### config.mk
export PLATFORM = sky130hd
export DESIGN_NAME = bfce_ctrl
export DESIGN_NICKNAME = d
export VERILOG_FILES = /design/src/rtl/bfce_pkg.sv /design/src/rtl/bfce_ctrl.sv
export SDC_FILE = /design/constraint.sdc
export NUM_CORES = 1
export LEC_CHECK = 0
export BUFFER_PORTS_ARGS = -buffer_cell sky130_fd_sc_hd__buf_2
export CORE_AREA = 4 4 41 43
export DETAILED_ROUTE_END_ITERATION = 6
export DIE_AREA = 0 0 45 47
export PLACE_DENSITY = 0.42
export SETUP_SLACK_MARGIN = 0.05
export SLEW_MARGIN = 20
export SYNTH_ARGS = -nofsm -noshare
export SYNTH_HDL_FRONTEND = slang
export SYNTH_SLANG_ARGS = --single-unit
### constraint.sdc
create_clock -name clk -period 1.1 [get_ports clk]
set_input_delay 0.055 -clock clk [delete_from_list [all_inputs] [get_ports clk]]
set_output_delay 0.055 -clock clk [all_outputs]
set_load 0.02 [all_outputs]
### src/rtl/bfce_pkg.sv
`default_nettype none

package bfce_pkg;

  // Field widths of the request and result channels.
  localparam int unsigned ADDR_W    = 10;
  localparam int unsigned DATA_W    = 8;
  localparam int unsigned BIT_IDX_W = 13;
  localparam int unsigned COUNT_W   = 14;

  // Request function codes.
  typedef enum logic [1:0] {
    FUNC_WR_SRC = 2'd0,
    FUNC_WR_DST = 2'd1,
    FUNC_RD_DST = 2'd2,
    FUNC_COPY   = 2'd3
  } func_t;

  typedef enum logic [2:0] {
    ST_IDLE,
    ST_CHECK,
    ST_PRIME,
    ST_RUN,
    ST_DRAIN,
    ST_FINISH
  } state_t;

  // Commands from the controller to the datapath.
  typedef struct packed {
    logic load;
    logic prime;
    logic run;
    logic finish;
  } bfce_cmd_t;

  // Status from the datapath to the controller.
  typedef struct packed {
    logic is_copy;
    logic zero_len;
    logic refused;
    logic last_byte;
    logic out_free;
  } bfce_sts_t;

endpackage

`default_nettype wire

### src/rtl/bfce_ctrl.sv
`default_nettype none

module bfce_ctrl (
  input  logic                 clk,
  input  logic                 rst_n,
  input  logic                 in_valid,
  output logic                 in_stall,
  input  bfce_pkg::bfce_sts_t  sts,
  output bfce_pkg::bfce_cmd_t  cmd
);

  import bfce_pkg::*;

  state_t state_r;
  state_t state_nxt;

  always_ff @(posedge clk) begin
    if (!rst_n) begin
      state_r <= ST_IDLE;
    end else begin
      state_r <= state_nxt;
    end
  end

  always_comb begin
    state_nxt = state_r;
    cmd       = '0;
    in_stall  = 1'b1;
    unique case (state_r)
      ST_IDLE: begin
        in_stall = 1'b0;
        if (in_valid) begin
          cmd.load  = 1'b1;
          state_nxt = ST_CHECK;
        end
      end
      ST_CHECK: begin
        // Accesses, empty copies and refused copies go straight to the result.
        if (!sts.is_copy || sts.zero_len || sts.refused) begin
          state_nxt = ST_FINISH;
        end else begin
          state_nxt = ST_PRIME;
        end
      end
      ST_PRIME: begin
        cmd.prime = 1'b1;
        state_nxt = ST_RUN;
      end
      ST_RUN: begin
        cmd.run = 1'b1;
        if (sts.last_byte) begin
          state_nxt = ST_DRAIN;
        end
      end
      ST_DRAIN: begin
        state_nxt = ST_FINISH;
      end
      ST_FINISH: begin
        if (sts.out_free) begin
          cmd.finish = 1'b1;
          state_nxt  = ST_IDLE;
        end
      end
      default: begin
        state_nxt = ST_IDLE;
      end
    endcase
  end

endmodule

`default_nettype wire

==> flow_metrics.py, run 1 <==
metrics = {
    "synth": {
        "yosys.area_share.adder_pct": 0,
        "synth_top_family_by_area": "simple AND/OR/NAND/NOR gates",
        "ys_seq_area_share_pct": 25.3,
        "synth_warnings": 0,
        "netlist-cell-type-count": 19,
        "synth_area_um2": 238,
        "synth_area_per_cell_um2": 8.20,
        "ys_ff_latch": 3,
        "synth-xor-area-share_pct": 0,
        "synth-simple-area-share_pct": 40.0,
        "synthMuxAreaShare_pct": 0,
        "synthesis.nets": 37,
        "synth_compound_area_share_pct": 22.1,
        "synth_cells": 29,
    },
    "clocking": {
        "cts_made_buffers": 3,
        "htreeDepth": 1,
        "cts_root_buf": "clkbuf_4",
        "clock-sinks": 3,
        "worstSkewPairLatency_ns": 0.24,
        "clk_pin_slew_worst_paths_ns": 0.04,
        "cts.path.max_buffers": 2,
        "cts_tree": "built",
    },
    "final_layout": {
        "diodes": 0,
        "layout-area-overhead-vs-synth_pct": 77.4,
        "fin_area_um2": 422,
        "instances_no_fill": 63,
        "seq_area_um2": 63.8,
        "nNetsFinal": 57,
        "largest-register": "state_r",
        "largest_registers": "state_r (3)",
        "drive_above_1_share_pct": 64.6,
        "multi_input_area_um2": 174,
        "largest_register_ffs": 3,
        "fillers": 157,
    },
    "power_and_ir_drop": {
        "power.leakage_nw": 0.176,
        "power_density_nw_per_um2": 1380,
        "ir_drop_v": 0.000519,
    },
    "critical_path": {
        "crit_required_ns": 1.04,
        "end_kind": "primary output",
        "crit_chain": "or3_4 -> nor2_4 -> buf_6",
        "cp_max_fo": 3,
        "crit_type": "reg -> out",
        "cp_slowest_cell": "or3_4",
        "arrival_ns": 1.15,
        "worstSetupStartpointType": "flip-flop",
        "cpPeakStageDelay_ns": 0.40,
    },
    "sta": {
        "rsz0062_at_grt": "yes",
        "hold_viol_final": 0,
        "maxSlewHeadroom_pct": 75.8,
        "fin_skew_ns": 0.00612,
        "period_minus_slack_ns": 1.20,
        "setup_viol": 4,
        "drv_slew": 0,
        "fin_ws_ns": -0.103,
        "fin_crit_sh_pct": 109,
        "timing.fmax_ghz": 0.831,
        "tightest_slew_ns": 0.361,
    },
    "grt": {
        "grt_antenna_before_repair": 0,
        "grt_max_degree": 11,
        "grt_usage_pct": 6.94,
        "grt_pass1_wl_um": 1040,
        "grt_remaining_overflow": 0,
        "grt_pass1_vias": 269,
    },
    "floorplan": {
        "io_pins": 13,
        "start_util_pct": 18.3,
        "die_w_um": 45,
        "rows": 13,
        "dieHeight_um": 47,
        "core_area_um2": 1300,
        "die-area_um2": 2120,
    },
    "routing": {
        "drt_iter0_drc": 5,
        "antenna_left": 0,
        "route.detailed.drc": 0,
        "wl_per_cell_um": 10.7,
        "drt_first_pass_iters": 4,
        "routed_wirelength_um": 674,
        "num_vias": 289,
        "viasPerCell": 4.59,
    },
    "placement": {
        "dp.cells": 57,
        "hpwlAfterDp_um": 479,
        "preCtsSetupSlack_ns": 0.0525,
        "place_area_um2": 319,
        "port_buffers": 12,
        "gp_congestion": 0.734,
    },
    "flow_run": {
        "maxCapViolCount": 0,
    },
    "hold_path": {
        "hold_class": "in -> reg",
    },
    "status": {
        "violations": "setup timing",
        "status": "complete, but fails checks",
    },
}
## path summary, 6_finish.rpt
kind	start	to	slack (ns)	depth (start not counted)
min reg2reg	state_r[0]$_SDFFE_PN0P_	state_r[0]$_SDFFE_PN0P_	0.57	2
max	state_r[1]$_SDFFE_PN0P_	cmd[3]	-0.10	3
max reg2reg	state_r[1]$_SDFFE_PN0P_	state_r[0]$_SDFFE_PN0P_	-0.07	4
min	rst_n	state_r[0]$_SDFFE_PN0P_	0.08	3
## per-stage QoR
stage | TNS (ns) | power [mW] | utilization (%) | hold slack [ns]
global placement | 0 | 0.311 | 24.5 | 0.332
detailed placement | 0 | 0.309 | 24.5 | 0.333
finish | -0.291 | 0.583 | 32.4 | 0.0831
CTS | -0.277 | 0.564 | 30.7 | 0.0756
global route | -0.475 | 0.617 | 32.4 | 0.0799
floorplan | -0.0166 | 0.256 | - | 0.176
## timing repair
action,4_1_cts,5_1_grt
pin swaps,1,1
endpoints found under the setup margin,6,6
setup buffers,1,1
gates resized for setup,15,5
hold buffers,0,0
## kinds of logic after synthesis
family                 count (synthesis)
DFF                                    3
AOI/OAI and AO/OA                      7
and+or+nand+nor                       15
buffers and inverters                  4
## cells in the mapped netlist
cell type,number,area share [%]
buf_6,2,9.5
and3_2,1,3.2
and4bb_2,1,5.3
nor2_1,3,4.7
dfxtp_1,3,25
o22a_1,1,3.7
or3_1,1,2.6
o21ai_0,1,2.1
nand4b_1,1,3.7
o21a_1,1,3.2
nand2_1,2,3.2
nand3_1,2,4.2
a21oi_1,2,4.2
or3_4,1,4.7
nand2b_1,2,5.3
o221ai_2,1,6.3
nor3b_1,1,3.2
inv_1,2,3.2
a31oi_1,1,2.6
## final cells by class
type,instances,area share [%]
Inverter,2,2.37
Sequential cell,3,15.1
Multi-Input combinational cell,22,41.2
Clock buffer,4,6.23
Tap cell,15,4.45
Timing Repair Buffer,17,30.6
## metal layers
layer / part of all wire, % / track usage [%] / up-vias / wire length (um)
li1: - / - / 145 / -
met2: 48 / 11.0 / 14 / 321
met4: 0.59 / 7.02 / 0 / 4
met1: 44 / 7.69 / 128 / 294
met5: 0 / 0 / - / 0
met3: 7.9 / 1.15 / 2 / 53
## worst max-delay path, delay by kind of cell, from the launching register on
family	cells	cell delay (ns)
AND/OR/NAND/NOR	2	0.49
flip-flops	1	0.31
buffers and inverters	1	0.12
## power breakdown
part / internal, mW / leakage, nW / switching, mW
clock: 0.136 / 0.0150 / 0.0644
combinational: 0.129 / 0.136 / 0.117
sequential: 0.126 / 0.0258 / 0.00958
total: 0.392 / 0.176 / 0.191
## cells in the final DEF, fill, tap and decap left out
| cell | synthesis | routed |
|---|---|---|
| clkbuf_4 | 0 | 3 |
| and4bb_2 | 1 | 1 |
| nand4b_1 | 1 | 1 |
| nand3_1 | 2 | 2 |
| a31oi_1 | 1 | 1 |
| o221ai_2 | 1 | 1 |
| and3_4 | 0 | 1 |
| nor2_1 | 3 | 1 |
| inv_1 | 2 | 1 |
| nand2b_1 | 2 | 1 |
| nor3b_1 | 1 | 1 |
| inv_4 | 0 | 1 |
| buf_2 | 0 | 7 |
| o21a_1 | 1 | 1 |
| o21ai_0 | 1 | 1 |
| buf_4 | 0 | 5 |
| or3_4 | 1 | 1 |
| nand2_1 | 2 | 2 |
| nand2b_4 | 0 | 1 |
| nor2_4 | 0 | 2 |
| or3_1 | 1 | 1 |
| dfxtp_2 | 0 | 3 |
| clkbuf_1 | 0 | 1 |
| o22a_1 | 1 | 1 |
| buf_6 | 2 | 5 |
| a21oi_1 | 2 | 2 |
(Power assumes the default switching activity.)
==> inputs of run 2 (changes only) <==
--- a/config.mk
+++ b/config.mk
@@ -6,10 +6,11 @@
 export NUM_CORES = 1
 export LEC_CHECK = 0
 export BUFFER_PORTS_ARGS = -buffer_cell sky130_fd_sc_hd__buf_2
-export CORE_AREA = 4 4 41 43
+export CORE_AREA = 2 2 39 41
 export DETAILED_ROUTE_END_ITERATION = 6
-export DIE_AREA = 0 0 45 47
-export PLACE_DENSITY = 0.42
+export DIE_AREA = 0 0 41 43
+export MAX_ROUTING_LAYER = met4
+export PLACE_DENSITY = 0.5
 export SETUP_SLACK_MARGIN = 0.05
 export SLEW_MARGIN = 20
 export SYNTH_ARGS = -nofsm -noshare
==> run 2 against run 1 <==
  * Die area fell by 17%
  * Non-clock buffer count fell by 1
  * Global-route usage is 1.1 points higher
  * Flip-flop and latch count stayed put
  * Register-to-register slack hardly changed
  * Count of clock-buffer cells in the layout stayed put
  * Hold slack worse by 0.0021 ns
  * Cell count unchanged
  * Maximum frequency rose by 0.17%
  * Sequential share of layout area grew 0.32 points
  * The run still ends with setup timing left
  * Worst setup slack gained 0.0020 ns
==> flow_metrics.py, run 2 (synthesis gave the netlist of run 1 again) <==
metrics = {
    "clocking": {
        "cts_root_buf": "clkbuf_4",
        "clk_pin_slew_worst_paths_ns": 0.04,
        "cts_made_buffers": 3,
        "htreeDepth": 1,
        "worstSkewPairLatency_ns": 0.23,
        "clock-sinks": 3,
        "cts_tree": "built",
        "cts.path.max_buffers": 2,
        "hold_buffers": 0,
    },
    "sta": {
        "fin_crit_sh_pct": 109,
        "setup_viol": 4,
        "maxSlewHeadroom_pct": 74.4,
        "fin_ws_ns": -0.101,
        "timing.fmax_ghz": 0.832,
        "rsz0062_at_grt": "yes",
        "fin_skew_ns": 0.00283,
        "tightest_slew_ns": 0.383,
        "period_minus_slack_ns": 1.20,
        "hold_viol_final": 0,
        "drv_slew": 0,
    },
    "final_layout": {
        "multi_input_area_um2": 180,
        "instances_no_fill": 63,
        "diodes": 0,
        "drive_above_1_share_pct": 66.0,
        "final_common_cell": "buf_2",
        "utilization_pct": 29.8,
        "largest_register_ffs": 3,
        "seq_area_um2": 63.8,
        "largest-register": "state_r",
        "layout-area-overhead-vs-synth_pct": 73.7,
        "largest_registers": "state_r (3)",
        "final_cell_mix": "8 x buf_2, 4 x buf_4, 4 x buf_6",
        "nNetsFinal": 56,
        "fillers": 163,
    },
    "floorplan": {
        "io_pins": 13,
        "start_util_pct": 17.2,
        "dieHeight_um": 43,
        "rows": 14,
        "die-area_um2": 1760,
        "die_w_um": 41,
        "core_area_um2": 1380,
    },
    "routing": {
        "viasPerCell": 4.32,
        "wl_per_cell_um": 9.49,
        "drt_iter0_drc": 1,
        "drt_first_pass_iters": 2,
        "antenna_left": 0,
        "routed_wirelength_um": 598,
        "num_vias": 272,
        "route.detailed.drc": 0,
    },
    "grt": {
        "grt_pass1_wl_um": 903,
        "use_met1_pct": 8.68,
        "gr-usage-met2_pct": 11.3,
        "grt_max_degree": 9,
        "grt_use_met3_pct": 3.14,
        "grt_remaining_overflow": 0,
        "busiest_layer": "met2",
        "grt_pass1_vias": 242,
        "grt_usage_pct": 8.02,
        "grt_antenna_before_repair": 0,
    },
    "status": {
        "violations": "setup timing",
        "status": "complete, but fails checks",
    },
    "critical_path": {
        "end_kind": "primary output",
        "arrival_ns": 1.15,
        "crit_type": "reg -> out",
        "cp_max_fo": 4,
        "crit_required_ns": 1.04,
        "worstSetupStartpointType": "flip-flop",
    },
    "placement": {
        "preCtsSetupSlack_ns": 0.0417,
        "gp_congestion": 0.793,
        "dp.cells": 58,
        "port_buffers": 12,
        "hpwlAfterDp_um": 454,
    },
    "flow_run": {
        "maxCapViolCount": 0,
    },
    "power_and_ir_drop": {
        "power.total_mw": 0.559,
        "ir_drop_v": 0.000343,
        "power_density_nw_per_um2": 1350,
        "power.leakage_nw": 0.173,
    },
    "hold_path": {
        "hold_class": "in -> reg",
    },
}
## run 2: stage by stage
stage | TNS (ns) | hold WS [ns] | area, um^2
4_1_cts | -0.439 | 0.0752 | 382
3_5_place_dp | 0 | 0.327 | 320
6_report | -0.319 | 0.0810 | 413
5_1_grt | -0.631 | 0.0740 | 413
2_1_floorplan | -0.0166 | 0.176 | 240
3_3_place_gp | 0 | 0.326 | 320
## run 2: worst paths after layout
path,from,endpoint,slack [ns],cells after the start
worst max register to register,state_r[1]$_SDFFE_PN0P_,state_r[0]$_SDFFE_PN0P_,-0.07,4
worst min-delay path,rst_n,state_r[0]$_SDFFE_PN0P_,0.08,3
worst max-delay path,state_r[1]$_SDFFE_PN0P_,cmd[3],-0.10,3
worst min register to register,state_r[0]$_SDFFE_PN0P_,state_r[0]$_SDFFE_PN0P_,0.56,2
## run 2: layout make-up
| type | instances | area share, % |
|---|---|---|
| Multi-Input combinational cell | 22 | 43.6 |
| Timing Repair Buffer | 16 | 27.9 |
| Sequential cell | 3 | 15.5 |
| Clock buffer | 4 | 6.36 |
| Tap cell | 16 | 4.85 |
| Inverter | 2 | 1.82 |
## run 2: power breakdown
| part | total [mW] | switching [mW] | internal [mW] |
|---|---|---|---|
| sequential | 0.135 | 0.00894 | 0.126 |
| combinational | 0.232 | 0.115 | 0.118 |
| clock | 0.192 | 0.0559 | 0.136 |
## run 2: per-layer routing
metal | up-vias | wire length, um
met5 | - | 0
met1 | 123 | 245
li1 | 141 | -
met3 | 0 | 33
met4 | 0 | 0
met2 | 8 | 319
## run 2: timing repair
item | in CTS | in global routing
cloned | 0 | 0
pin swaps | 1 | 0
gates resized for setup | 8 | 9
endpoints found under the setup margin | 6 | 6
setup buffers | 1 | 0
## run 2: critical path: stages (launching register included)
cell     delay, ns
dfxtp_2       0.33
or3_4         0.39
nor2_4        0.09
buf_6         0.11
==> inputs of run 3 (changes only) <==
--- a/config.mk
+++ b/config.mk
@@ -6,11 +6,14 @@
 export NUM_CORES = 1
 export LEC_CHECK = 0
 export BUFFER_PORTS_ARGS = -buffer_cell sky130_fd_sc_hd__buf_2
+export CELL_PAD_IN_SITES_DETAIL_PLACEMENT = 1
+export CELL_PAD_IN_SITES_GLOBAL_PLACEMENT = 1
 export CORE_AREA = 2 2 39 41
+export CTS_BUF_LIST = sky130_fd_sc_hd__clkbuf_8 sky130_fd_sc_hd__clkbuf_16
 export DETAILED_ROUTE_END_ITERATION = 6
 export DIE_AREA = 0 0 41 43
 export MAX_ROUTING_LAYER = met4
-export PLACE_DENSITY = 0.5
+export PLACE_DENSITY = 0.63
 export SETUP_SLACK_MARGIN = 0.05
 export SLEW_MARGIN = 20
 export SYNTH_ARGS = -nofsm -noshare
==> run 3 against run 2 <==
  * The run still ends with setup timing left
  * Critical path depth did not move
  * Hold slack improved by 0.017 ns
  * Register-to-register slack barely moved
  * Wire length rose by 28%
  * Global-route usage rose by 2.8 points
  * First-iteration DRC count rose to 4.0 times the previous value
  * Non-clock buffer count rose by 6
  * Flip-flop and latch count did not move
  * Highest routed layer is now met4
==> flow_metrics.py, run 3 (synthesis gave the netlist of run 1 again) <==
metrics = {
    "grt": {
        "grt_max_degree": 9,
        "grt_pass1_wl_um": 1220,
        "grt_pass1_vias": 311,
        "grt_remaining_overflow": 0,
        "grt_antenna_before_repair": 0,
        "grt_usage_pct": 10.8,
    },
    "placement": {
        "gp_congestion": 0.750,
        "place_area_um2": 320,
        "port_buffers": 12,
        "dp.cells": 58,
        "hpwlAfterDp_um": 483,
    },
    "routing": {
        "drt_first_pass_iters": 2,
        "routed_wirelength_um": 765,
        "viasPerCell": 4.36,
        "route.detailed.drc": 0,
        "drt_iter0_drc": 4,
        "antenna_left": 0,
        "wl_per_cell_um": 11.1,
        "num_vias": 301,
    },
    "critical_path": {
        "cpPeakStageDelay_ns": 0.40,
        "path_delay_family": "simple AND/OR/NAND/NOR gates",
        "worstSetupStartpointType": "flip-flop",
        "crit_chain": "or3_4 -> nor2_4 -> buf_6",
        "rrSetupSlack_ns": -0.08,
        "cp_max_fo": 3,
        "crit_type": "reg -> out",
        "end_kind": "primary output",
        "cp_slowest_cell": "or3_4",
        "cp_num_buf_inv": 1,
        "crit_required_ns": 1.04,
        "arrival_ns": 1.14,
    },
    "final_layout": {
        "largest_registers": "state_r (3)",
        "diodes": 0,
        "instances_no_fill": 69,
        "final_cell_mix": "8 x buf_2, 7 x buf_6, 7 x buf_4",
        "final_common_cell": "buf_2",
        "largest_register_ffs": 3,
        "layout-area-overhead-vs-synth_pct": 113,
        "fin_area_um2": 505,
        "fillers": 169,
        "largest-register": "state_r",
        "nNetsFinal": 62,
        "drive_above_1_share_pct": 75.5,
        "utilization_pct": 36.5,
    },
    "hold_path": {
        "hold_class": "in -> reg",
    },
    "sta": {
        "hold_viol_final": 0,
        "rsz0062_at_grt": "yes",
        "period_minus_slack_ns": 1.19,
        "drv_slew": 0,
        "fin_ws_ns": -0.0913,
        "fin_crit_sh_pct": 108,
        "timing.fmax_ghz": 0.839,
        "setup_viol": 3,
        "maxSlewHeadroom_pct": 73.3,
        "tightest_slew_ns": 0.400,
        "fin_skew_ns": 0.00407,
    },
    "power_and_ir_drop": {
        "ir_drop_v": 0.000750,
        "power.leakage_nw": 0.218,
        "power_density_nw_per_um2": 1480,
    },
    "clocking": {
        "cts_tree": "built",
        "cts.path.max_buffers": 2,
        "htreeDepth": 1,
        "clock-sinks": 3,
        "cts_made_buffers": 3,
        "cts_root_buf": "clkbuf_8",
        "clk_pin_slew_worst_paths_ns": 0.03,
        "worstSkewPairLatency_ns": 0.22,
    },
    "floorplan": {
        "start_util_pct": 17.2,
        "core_area_um2": 1380,
        "io_pins": 13,
        "die-area_um2": 1760,
        "die_w_um": 41,
        "rows": 14,
        "dieHeight_um": 43,
    },
    "status": {
        "status": "complete, but fails checks",
        "violations": "setup timing",
    },
    "flow_run": {
        "maxCapViolCount": 0,
    },
}
## run 3: cell count changes in the layout (fill, tap and decap cells not counted)
cell | previous run | this run
buf_4 | 4 | 7
buf_6 | 4 | 7
clkbuf_4 | 3 | 0
clkbuf_8 | 0 | 3
a21oi_1 | 2 | 1
a21oi_2 | 0 | 1
and3_2 | 1 | 0
and3_4 | 0 | 1
clkbuf_1 | 1 | 0
inv_4 | 0 | 1
nand2_1 | 2 | 1
nand2_2 | 0 | 1
nor2_2 | 1 | 0
nor2_4 | 2 | 3
## run 3: power by group
part / leakage, nW / switching (mW) / total (mW) / internal, mW
registers: 0.0258 / 0.00914 / 0.135 / 0.126
logic: 0.166 / 0.135 / 0.292 / 0.156
clock network: 0.0269 / 0.0834 / 0.322 / 0.238
## run 3: metrics by stage
stage	hold slack, ns	power, mW	TNS [ns]	worst slack [ns]
final	0.0984	0.749	-0.228	-0.0913
after CTS	0.0999	0.723	-0.225	-0.0958
after floorplan	0.176	0.256	-0.0166	-0.0166
after global routing	0.108	0.783	-0.319	-0.130
after detailed placement	0.332	0.310	0	0.0542
after global placement	0.327	0.310	0	0.0699
## run 3: path summary, 6_finish.rpt
| kind | depth (start not counted) | end | startpoint |
|---|---|---|---|
| worst max-delay path | 3 | cmd[3] | state_r[1]$_SDFFE_PN0P_ |
| worst min-delay path | 3 | state_r[0]$_SDFFE_PN0P_ | rst_n |
| worst max register to register | 4 | state_r[0]$_SDFFE_PN0P_ | state_r[1]$_SDFFE_PN0P_ |
| worst min register to register | 2 | state_r[0]$_SDFFE_PN0P_ | state_r[0]$_SDFFE_PN0P_ |
## run 3: area by class of cell
type	instances	area (um^2)	share of cell area, %
tap	16	20.0	3.96
multi-input combinational	22	195	38.6
sequential	3	63.8	12.6
clock buffer	3	41.3	8.17
inverter	2	10.0	1.98
timing repair buffer	22	171	33.9
clock inverter	1	3.75	0.743
## run 3: tightest hold or removal path, cell delays in order
cell and delay, ns:
buf_2 0.13, o221ai_2 0.05, a31oi_1 0.04
## run 3: timing repair
item / in CTS / in global routing
buffers inserted: 5 / 2
gates resized for setup: 19 / 7
hold endpoints to repair: 0 / 0
pin swaps: 3 / 5
gates cloned: 0 / 0
setup endpoints to repair: 5 / 7
hold buffers: 0 / 0
## run 3: layer usage
metal / vias to the layer above / track usage, % / routed length [um] / share of wire [%]
met5: - / - / 0 / 0
met4: 0 / 8.00 / 20 / 2.6
met3: 2 / 3.14 / 48 / 6.3
met2: 12 / 15.0 / 384 / 50
met1: 134 / 12.5 / 311 / 41
li1: 153 / - / - / -
